===== src/hdl/fpct_pkg.sv =====
// Package for the flow packet counter table: sizes, payload structs and
// the command/status structs between controller and datapath. No dependencies.
package fpct_pkg;

  localparam int BUCKETS  = 256;
  localparam int FLOWS    = 1024;
  localparam int KEY_BITS = 104;
  localparam int BKT_W    = $clog2(BUCKETS);
  localparam int PTR_W    = $clog2(FLOWS) + 1;   // one more bit for the null pointer
  localparam int IDX_W    = $clog2(FLOWS);
  localparam int CNT_W    = 32;
  localparam int TOT_W    = 11;
  localparam int HB_W     = 9;
  localparam logic [PTR_W-1:0] NIL = PTR_W'(FLOWS);

  // Register indexes on the configuration port.
  localparam logic ADDR_BUCKETS   = 1'b0;
  localparam logic ADDR_THRESHOLD = 1'b1;

  typedef struct packed {
    logic        req_type;
    logic [63:0] key_low;
    logic [39:0] key_high;
  } req_t;

  typedef struct packed {
    logic             flow_found;
    logic [CNT_W-1:0] flow_packets;
    logic [TOT_W-1:0] flow_total;
    logic [TOT_W-1:0] large_flow_total;
    logic [CNT_W-1:0] large_flow_packets;
    logic             table_full;
  } rsp_t;

  // Commands from the controller to the datapath.
  typedef struct packed {
    logic load_req;    // capture request and hash
    logic take_head;   // pointer := head read data
    logic take_link;   // pointer := link read data
    logic do_hit;      // apply hit
    logic do_miss;     // apply miss
    logic clr_step;    // write one head entry to empty during the clearing pass
    logic clr_start;   // restart the clearing pass
  } cmd_t;

  // Status from the datapath to the controller.
  typedef struct packed {
    logic ptr_valid;   // pointer below nodes_used
    logic key_match;   // node key equals request key
    logic clr_last;    // clearing pass on its last entry
  } sts_t;

  // 16-bit XOR fold of the key, big-endian words, zero byte padded.
  function automatic logic [15:0] key_fold(input logic [KEY_BITS-1:0] k);
    localparam int NB = (KEY_BITS + 7) / 8;
    localparam int NW = (NB + 1) / 2;
    logic [NW*16-1:0] padded;
    logic [15:0]      h;
    padded = '0;
    padded[NW*16-1 -: NB*8] = (NB*8)'(k);
    h = '0;
    for (int i = 0; i < NW; i++) h ^= padded[i*16 +: 16];
    return h;
  endfunction

endpackage


===== src/hdl/fpct_ctrl.sv =====
// Controller state machine: clearing pass, hash wait, chain walk, result handshake.
// Depends on fpct_pkg.
module fpct_ctrl import fpct_pkg::*; (
  input  logic clk,
  input  logic rst,
  input  logic clear_req,
  input  logic in_valid,
  output logic in_ready,
  output logic out_valid,
  input  logic out_ready,
  input  logic hash_done,
  input  sts_t sts,
  output cmd_t cmd
);

  localparam logic [2:0] S_CLEAR = 3'd0;
  localparam logic [2:0] S_IDLE  = 3'd1;
  localparam logic [2:0] S_HASH  = 3'd2;
  localparam logic [2:0] S_HEAD  = 3'd3;
  localparam logic [2:0] S_TAKE  = 3'd4;
  localparam logic [2:0] S_NODE  = 3'd5;
  localparam logic [2:0] S_CMP   = 3'd6;
  localparam logic [2:0] S_OUT   = 3'd7;

  logic [2:0] state, state_next;

  assign in_ready  = (state == S_IDLE);
  assign out_valid = (state == S_OUT);

  // Next state and commands.
  always_comb begin
    state_next = state;
    cmd        = '0;
    case (state)
      S_CLEAR: begin
        cmd.clr_step = 1'b1;
        if (sts.clr_last) state_next = S_IDLE;
      end
      S_IDLE: begin
        if (in_valid) begin
          cmd.load_req = 1'b1;
          state_next   = S_HASH;
        end
      end
      S_HASH: if (hash_done) state_next = S_HEAD;
      S_HEAD: begin
        state_next = S_TAKE;
      end
      S_TAKE: begin
        cmd.take_head = 1'b1;
        state_next    = S_NODE;
      end
      S_NODE: begin
        if (sts.ptr_valid) begin
          state_next = S_CMP;
        end else begin
          cmd.do_miss = 1'b1;
          state_next  = S_OUT;
        end
      end
      S_CMP: begin
        if (sts.key_match) begin
          cmd.do_hit = 1'b1;
          state_next = S_OUT;
        end else begin
          cmd.take_link = 1'b1;
          state_next    = S_NODE;
        end
      end
      S_OUT: if (out_ready) state_next = S_IDLE;
      default: state_next = S_IDLE;
    endcase
    if (clear_req) begin
      cmd.clr_start = 1'b1;
      state_next    = S_CLEAR;
    end
  end

  always_ff @(posedge clk) begin
    if (rst) begin
      state <= S_CLEAR;
    end else begin
      state <= state_next;
    end
  end

endmodule


===== config.mk =====
export PLATFORM = sky130hd
export DESIGN_NAME = fpct_ctrl
export DESIGN_NICKNAME = d
export VERILOG_FILES = /design/src/hdl/fpct_pkg.sv /design/src/hdl/fpct_ctrl.sv
export SDC_FILE = /design/constraint.sdc
export NUM_CORES = 1
export LEC_CHECK = 0
export ABC_AREA = 1
export BUFFER_PORTS_ARGS = -buffer_cell sky130_fd_sc_hd__clkbuf_2
export CORE_AREA = 2 2 39 41
export DETAILED_ROUTE_END_ITERATION = 12
export DIE_AREA = 0 0 41 43
export GPL_TIMING_DRIVEN = 0
export PLACE_DENSITY_LB_ADDON = 0.2
export REMOVE_ABC_BUFFERS = 1
export SLEW_MARGIN = 20
export SYNTH_ARGS = -nofsm -noshare
export SYNTH_HDL_FRONTEND = slang
export SYNTH_SLANG_ARGS = --single-unit

===== constraint.sdc =====
create_clock -name clk -period 1.2 [get_ports clk]
set_clock_uncertainty 0.1 [all_clocks]
set_input_delay 0.24 -clock clk [delete_from_list [all_inputs] [get_ports clk]]
set_output_delay 0.24 -clock clk [all_outputs]
set_load 0.005 [all_outputs]

==> impl_metrics.csv, run 1 <==
group,metric,value,unit
worst_setup_path,wp_buf_inv,2,
clock_tree,clk_pin_slew_worst_paths,0.04,ns
power,cellInternalPower,270,µW
sta,min_period_over_period,113,%
sta,setup_tns,-0.968,ns
clock_tree,total_cts_buffers,3,
floorplan,core_area,1380,µm²
synth,flops_latches_synth,3,
routing,drt.antenna.violating_nets,0,
worst_setup_path,timing.critical_path.slowest_cell_delay,0.39,ns
synth,mappedNetlistArea,288,µm²
placed_design,dpl.hpwl,573,µm
clock_tree,clkSinkCount,3,
power,leakage,0.000272,µW
sta,timing.final.max_slew_violations,0,
floorplan,floorplan.die.width,41,µm
floorplan,die-area,1760,µm²
floorplan,chip_height,43,µm
cells_and_area,layout-drive-gt1-share,55.3,%
synth,fraction_of_post_synthesis_cell_area_in_the_top_cell_type_by_area,20.9,%
floorplan,pin_count,18,
min_path,hold_path_end,"state[0]",
worst_setup_path,timing.rr.start,"state[1]",
worst_setup_path,worstPathRequired,0.86,ns
min_path,hold_start,"rst",
grt,grt_pass1_wl,1060,µm
routing,wl_per_cell,8.33,µm
worst_setup_path,path_delay_family,"flip-flops",
floorplan,placementRows,14,
flow_run,cap_viol_max_count,0,
grt,grt_overflow_total,0,
synth,synthDistinctLibCells,15,
synth,top_cells_by_instance_count_after_synthesis,"12 x sky130_fd_sc_hd__nor2_1, 10 x sky130_fd_sc_hd__nand2_1, 7 x sky130_fd_sc_hd__inv_1",
routing,num_vias,385,
synth,ys_seq_area_share,20.9,%
clock_tree,clk-insertion-delay-late,0.23,ns
power,pwr_density_cell,778,nW/µm²
cells_and_area,top_register,"state",
min_path,hold_path.class,"in -> reg",
sta,finalCriticalPeriod,1.36,ns
run_status,run_status,"complete, but fails checks",
power,power.share.clock,45.2,%
synth,synth_top_area_cell,"sky130_fd_sc_hd__dfxtp_1",
worst_setup_path,r2r_cells,7,
routing,drc_errors,0,
clock_tree,cts.htree.levels,1,
worst_setup_path,startpoint_types,"flop",
worst_setup_path,levels_on_crit_path,4,
cells_and_area,diodes,0,
synth,synth_warnings,0,
sta,max-slew-margin-rel,87.4,%
power,netSwitchingPower,108,µW
synth,yosys_most_used_dff,"sky130_fd_sc_hd__dfxtp_1",
clock_tree,cts.root.buffer_cell,"sky130_fd_sc_hd__clkbuf_4",
routing,drt_iter0_drc,3,
synth,synthTopCellsByArea,"sky130_fd_sc_hd__dfxtp_1 21%, sky130_fd_sc_hd__nor2_1 16%, sky130_fd_sc_hd__nand2_1 13%",
cells_and_area,finalNetCount,86,
clock_tree,cts_hold_repair.buffers,0,
worst_setup_path,series_of_cell_instances_along_the_critical_path,"buf_4 -> nand2_2 -> nor2_4 -> clkbuf_2",
cells_and_area,final_instance_area,487,µm²
synth,async_flop_share,0,%
synth,synth.most_common_cell,"sky130_fd_sc_hd__nor2_1",
power,switching_share,28.5,%
sta,fmax,736,MHz
synth,post_synth_inst_count,52,
synth,synth_edf_count,0,
power,power_frac_comb,24.9,%
sta,timing.final.ws_setup,-0.158,ns
clock_tree,tritoncts,"yes",
placed_design,io_buffers,17,
clock_tree,clk_path_buf_depth,2,
sta,max_slew.worst_pin.slew,0.188,ns
power,sequentialPowerShare,29.8,%
cells_and_area,largest_register_ffs,3,
grt,antenna_found_initial,0,
sta,timing.final.hold_violations,0,
worst_setup_path,signal_arrival_time_at_the_worst_endpoint,1.02,ns
routing,first_pass_iters,4,
worst_setup_path,endpoint_kind,"primary output",
grt,grt_pass1_vias,307,
placed_design,placed_cell_area,385,µm²
min_path,min_delay_path_depth,4,
grt,gr-usage-all-layers,8.92,%
cells_and_area,finalNonFillerCells,92,
worst_setup_path,r2r-end,"state[1]",
power,worst_ir_drop_vdd,0.000349,V
sta,report.final.setup_viol,8,
cells_and_area,synthToLayoutAreaGrowth,69.1,%
grt,grt_max_degree,9,
worst_setup_path,cp_max_fo,5,
placed_design,routabilityCongestion,0.718,
worst_setup_path,path_class,"reg -> out",
worst_setup_path,critPathSlowestCell,"sky130_fd_sc_hd__dfxtp_4",
worst_setup_path,reg2reg_setup_slack,0.07,ns
routing,avgViaCountPerCell,4.18,
placed_design,dp_cells,84,
synth,post_synthesis_average_cell_area,5.53,µm²
floorplan,initial_standard_cell_utilization_of_the_core,20.8,%
sta,grt_setup_unrepaired,"true",
cells_and_area,reg.largest.list,"state (3)",
run_status,failing_checks,"negative setup slack",
routing,finalWirelength,766,µm
[worst reg2reg max path, stage by stage, from the launching register on]
cell and delay [ns]:
sky130_fd_sc_hd__dfxtp_4 0.36, sky130_fd_sc_hd__buf_4 0.14, sky130_fd_sc_hd__nand2_2 0.09, sky130_fd_sc_hd__nor2_4 0.04
sky130_fd_sc_hd__nand2_2 0.05, sky130_fd_sc_hd__nand2_1 0.05, sky130_fd_sc_hd__nor2_1 0.11, sky130_fd_sc_hd__a21oi_2 0.06
[power by group through the flow]
stage / clock (µW) / combinational [µW] / sequential, µW
floorplan: 0 / 47.7 / 114
global placement: 0 / 77.6 / 116
detailed placement: 0 / 78.7 / 116
CTS: 186 / 81.4 / 113
global route: 187 / 107 / 114
finish: 171 / 94.4 / 113
[worst max-delay path by stage]
stage                  start  slack (ns)   endpoint
global route        state[2]       -0.24     cmd[2]
global placement    state[1]       -0.08     cmd[3]
detailed placement  state[1]       -0.08     cmd[4]
finish              state[1]       -0.16  out_valid
CTS                 state[0]       -0.19     cmd[2]
floorplan           state[0]        0.10     cmd[2]
[logic make-up after synthesis]
| kind of cell | share of synthesized area, % |
|---|---|
| compound gates | 9.13 |
| buf+inv | 15.7 |
| flops | 20.9 |
| simple gates | 54.3 |
[cells in the final DEF (no fill, tap or decap)]
cell	instances
sky130_fd_sc_hd__nand2_2	4
sky130_fd_sc_hd__clkbuf_2	14
sky130_fd_sc_hd__nor2_2	3
sky130_fd_sc_hd__a21oi_1	1
sky130_fd_sc_hd__buf_4	4
sky130_fd_sc_hd__nor2_1	10
sky130_fd_sc_hd__inv_4	1
sky130_fd_sc_hd__clkbuf_4	3
sky130_fd_sc_hd__nor2_4	2
sky130_fd_sc_hd__a21boi_1	1
sky130_fd_sc_hd__nand2_1	9
sky130_fd_sc_hd__clkbuf_1	1
sky130_fd_sc_hd__buf_2	3
sky130_fd_sc_hd__nor4_2	1
sky130_fd_sc_hd__nand3_2	1
sky130_fd_sc_hd__dfxtp_4	3
sky130_fd_sc_hd__a21oi_2	1
sky130_fd_sc_hd__inv_1	7
sky130_fd_sc_hd__inv_8	1
sky130_fd_sc_hd__inv_2	1
sky130_fd_sc_hd__o21ai_1	1
sky130_fd_sc_hd__nand3_1	4
[cell type report]
type                            instances  area (µm²)
Inverter                               10        47.5
Clock buffer                            4        26.3
Tap cell                               16        20.0
Timing Repair Buffer                   21         115
Fill cell                             165         897
Multi-Input combinational cell         38         206
Sequential cell                         3        71.3
[per-layer routing]
metal	global-route usage (%)	vias up	wire (µm)
met1	10.5	163	335
li1	-	208	-
met5	0	-	0
met2	13.8	14	377
met4	6.00	0	0
met3	1.57	0	52
[metrics by stage]
step	hold slack [ns]	total power, µW	worst slack, ns	util [%]
final	0.163	379	-0.158	35.2
after CTS	0.154	380	-0.186	31.5
after global routing	0.181	408	-0.242	35.2
after floorplan	0.302	162	0.102	-
after global placement	0.408	194	-0.0768	27.8
after detailed placement	0.412	195	-0.0771	27.8
[timing repair]
action                                 CTS  global route
buffers inserted                         0             4
setup endpoints to repair                9             8
endpoints found under the hold margin    0             0
gates resized for setup                 10             9
pin swaps                                0             1
Power figures use the tool's default switching activity.
==> run 2: changes to the inputs <==
--- a/config.mk
+++ b/config.mk
@@ -11,7 +11,7 @@
 export DETAILED_ROUTE_END_ITERATION = 12
 export DIE_AREA = 0 0 41 43
 export GPL_TIMING_DRIVEN = 0
-export PLACE_DENSITY_LB_ADDON = 0.2
+export PLACE_DENSITY = 0.54
 export REMOVE_ABC_BUFFERS = 1
 export SLEW_MARGIN = 20
 export SYNTH_ARGS = -nofsm -noshare
==> impl_metrics.csv, run 2 (synthesized netlist as in run 1, its figures left out) <==
group,metric,value,unit
sta,timing.final.ws_setup,-0.158,ns
routing,avgViaCountPerCell,4.09,
placed_design,io_buffers,17,
power,leakage,0.000289,µW
routing,drt_iter0_drc,3,
grt,grt_pass1_wl,1250,µm
clock_tree,clk_pin_slew_worst_paths,0.04,ns
clock_tree,cts_hold_repair.buffers,0,
clock_tree,cts.htree.levels,1,
run_status,run_status,"complete, but fails checks",
worst_setup_path,worstPathRequired,0.86,ns
cells_and_area,reg.largest.list,"state (3)",
grt,gr-usage-all-layers,10.1,%
worst_setup_path,cp_max_fo,7,
worst_setup_path,r2r-end,"state[0]",
floorplan,pin_count,18,
sta,finalCriticalPeriod,1.36,ns
cells_and_area,finalNetCount,89,
worst_setup_path,signal_arrival_time_at_the_worst_endpoint,1.02,ns
worst_setup_path,reg2reg_setup_slack,-0.01,ns
sta,min_period_over_period,113,%
sta,max-slew-margin-rel,88.2,%
grt,grt_max_degree,8,
sta,max_slew.worst_pin.slew,0.175,ns
placed_design,placed_cell_area,385,µm²
worst_setup_path,endpoint_kind,"primary output",
worst_setup_path,worstSetupStartpoint,"state[0]",
routing,num_vias,389,
placed_design,routabilityCongestion,0.774,
worst_setup_path,timing.rr.start,"state[1]",
cells_and_area,layout-drive-gt1-share,57.0,%
placed_design,dpl.hpwl,561,µm
floorplan,chip_height,43,µm
cells_and_area,commonest_cells_after_routing_fill_and_taps_aside,"13 x sky130_fd_sc_hd__clkbuf_2, 10 x sky130_fd_sc_hd__nor2_1, 9 x sky130_fd_sc_hd__nand2_1, 7 x sky130_fd_sc_hd__inv_1, 6 x sky130_fd_sc_hd__buf_4",
cells_and_area,final_instance_area,513,µm²
clock_tree,clk-insertion-delay-late,0.23,ns
clock_tree,tritoncts,"yes",
grt,grt_overflow_total,0,
power,pwr_density_cell,748,nW/µm²
grt,antenna_found_initial,0,
clock_tree,total_cts_buffers,3,
floorplan,die-area,1760,µm²
routing,first_pass_iters,2,
sta,holdWs,0.163,ns
floorplan,floorplan.die.width,41,µm
sta,timing.final.max_slew_violations,0,
worst_setup_path,path_class,"reg -> out",
floorplan,initial_standard_cell_utilization_of_the_core,20.8,%
clock_tree,cts.root.buffer_cell,"sky130_fd_sc_hd__clkbuf_4",
cells_and_area,synthToLayoutAreaGrowth,78.3,%
routing,finalWirelength,806,µm
floorplan,core_area,1380,µm²
cells_and_area,diodes,0,
sta,timing.final.hold_violations,0,
floorplan,placementRows,14,
routing,wl_per_cell,8.48,µm
clock_tree,clkSinkCount,3,
clock_tree,clk_path_buf_depth,2,
cells_and_area,layout_commonest_cell,"sky130_fd_sc_hd__clkbuf_2",
run_status,failing_checks,"negative setup slack",
sta,fmax,737,MHz
sta,report.final.setup_viol,10,
routing,drt.antenna.violating_nets,0,
worst_setup_path,startpoint_types,"flop",
power,worst_ir_drop_vdd,0.000382,V
sta,grt_setup_unrepaired,"true",
routing,drc_errors,0,
grt,grt_pass1_vias,358,
flow_run,cap_viol_max_count,0,
min_path,hold_path.class,"in -> reg",
cells_and_area,top_register,"state",
worst_setup_path,r2r_cells,8,
worst_setup_path,crit_path_end,"cmd[2]",
cells_and_area,largest_register_ffs,3,
## run 2: cell count changes in the layout (fill, tap and decap cells not counted)
cell,previous run,this run
sky130_fd_sc_hd__buf_6,0,1
sky130_fd_sc_hd__buf_4,4,6
sky130_fd_sc_hd__clkbuf_2,14,13
sky130_fd_sc_hd__buf_2,3,4
## run 2: worst min-delay path by stage
| stage | depth (start not counted) | to | startpoint |
|---|---|---|---|
| after floorplan | 3 | state[0] | rst |
| after detailed placement | 4 | state[0] | rst |
| after global routing | 4 | state[0] | rst |
| after CTS | 4 | state[0] | rst |
| after global placement | 4 | state[0] | rst |
| final | 4 | state[0] | rst |
## run 2: stage by stage
stage	power, µW	utilization [%]	std cells	setup TNS (ns)	setup WS, ns
2_1_floorplan	162	-	51	0	0.102
3_5_place_dp	194	27.8	84	-0.194	-0.0638
6_report	384	37.1	95	-0.970	-0.158
4_1_cts	384	35.8	94	-1.15	-0.175
3_3_place_gp	194	27.8	84	-0.190	-0.0754
5_1_grt	409	37.1	95	-1.63	-0.220
## run 2: area by class of cell
cell class                 instances  area, µm²
multi-input combinational         38        206
timing repair buffer              24        141
sequential                         3       71.3
inverter                          10       47.5
clock buffer                       4       26.3
tap                               16       20.0
fill                             165        871
## run 2: power breakdown
group | leakage (µW) | switching (µW) | internal (µW)
clock | 0.0000150 | 48.7 | 124
combinational | 0.000247 | 50.4 | 46.5
sequential | 0.0000267 | 12.2 | 102
total | 0.000289 | 111 | 273
## run 2: routing by layer
metal	up-vias	part of all wire [%]	GRT usage [%]
li1	211	-	-
met1	167	43	12.1
met2	11	52	15.3
met3	0	5.6	1.57
met4	0	0	7.33
met5	-	0	0
## run 2: timing repair
| item | CTS | global route |
|---|---|---|
| setup endpoints to repair | 8 | 10 |
| gates cloned | 0 | 0 |
| gates resized for setup | 13 | 8 |
| pin swaps | 1 | 2 |
| setup buffers | 6 | 1 |
## run 2: worst max-delay path, stage by stage (launching register included)
cell                      delay [ns]
sky130_fd_sc_hd__dfxtp_4        0.40
sky130_fd_sc_hd__inv_2          0.06
sky130_fd_sc_hd__nor4_2         0.19
sky130_fd_sc_hd__buf_2          0.15
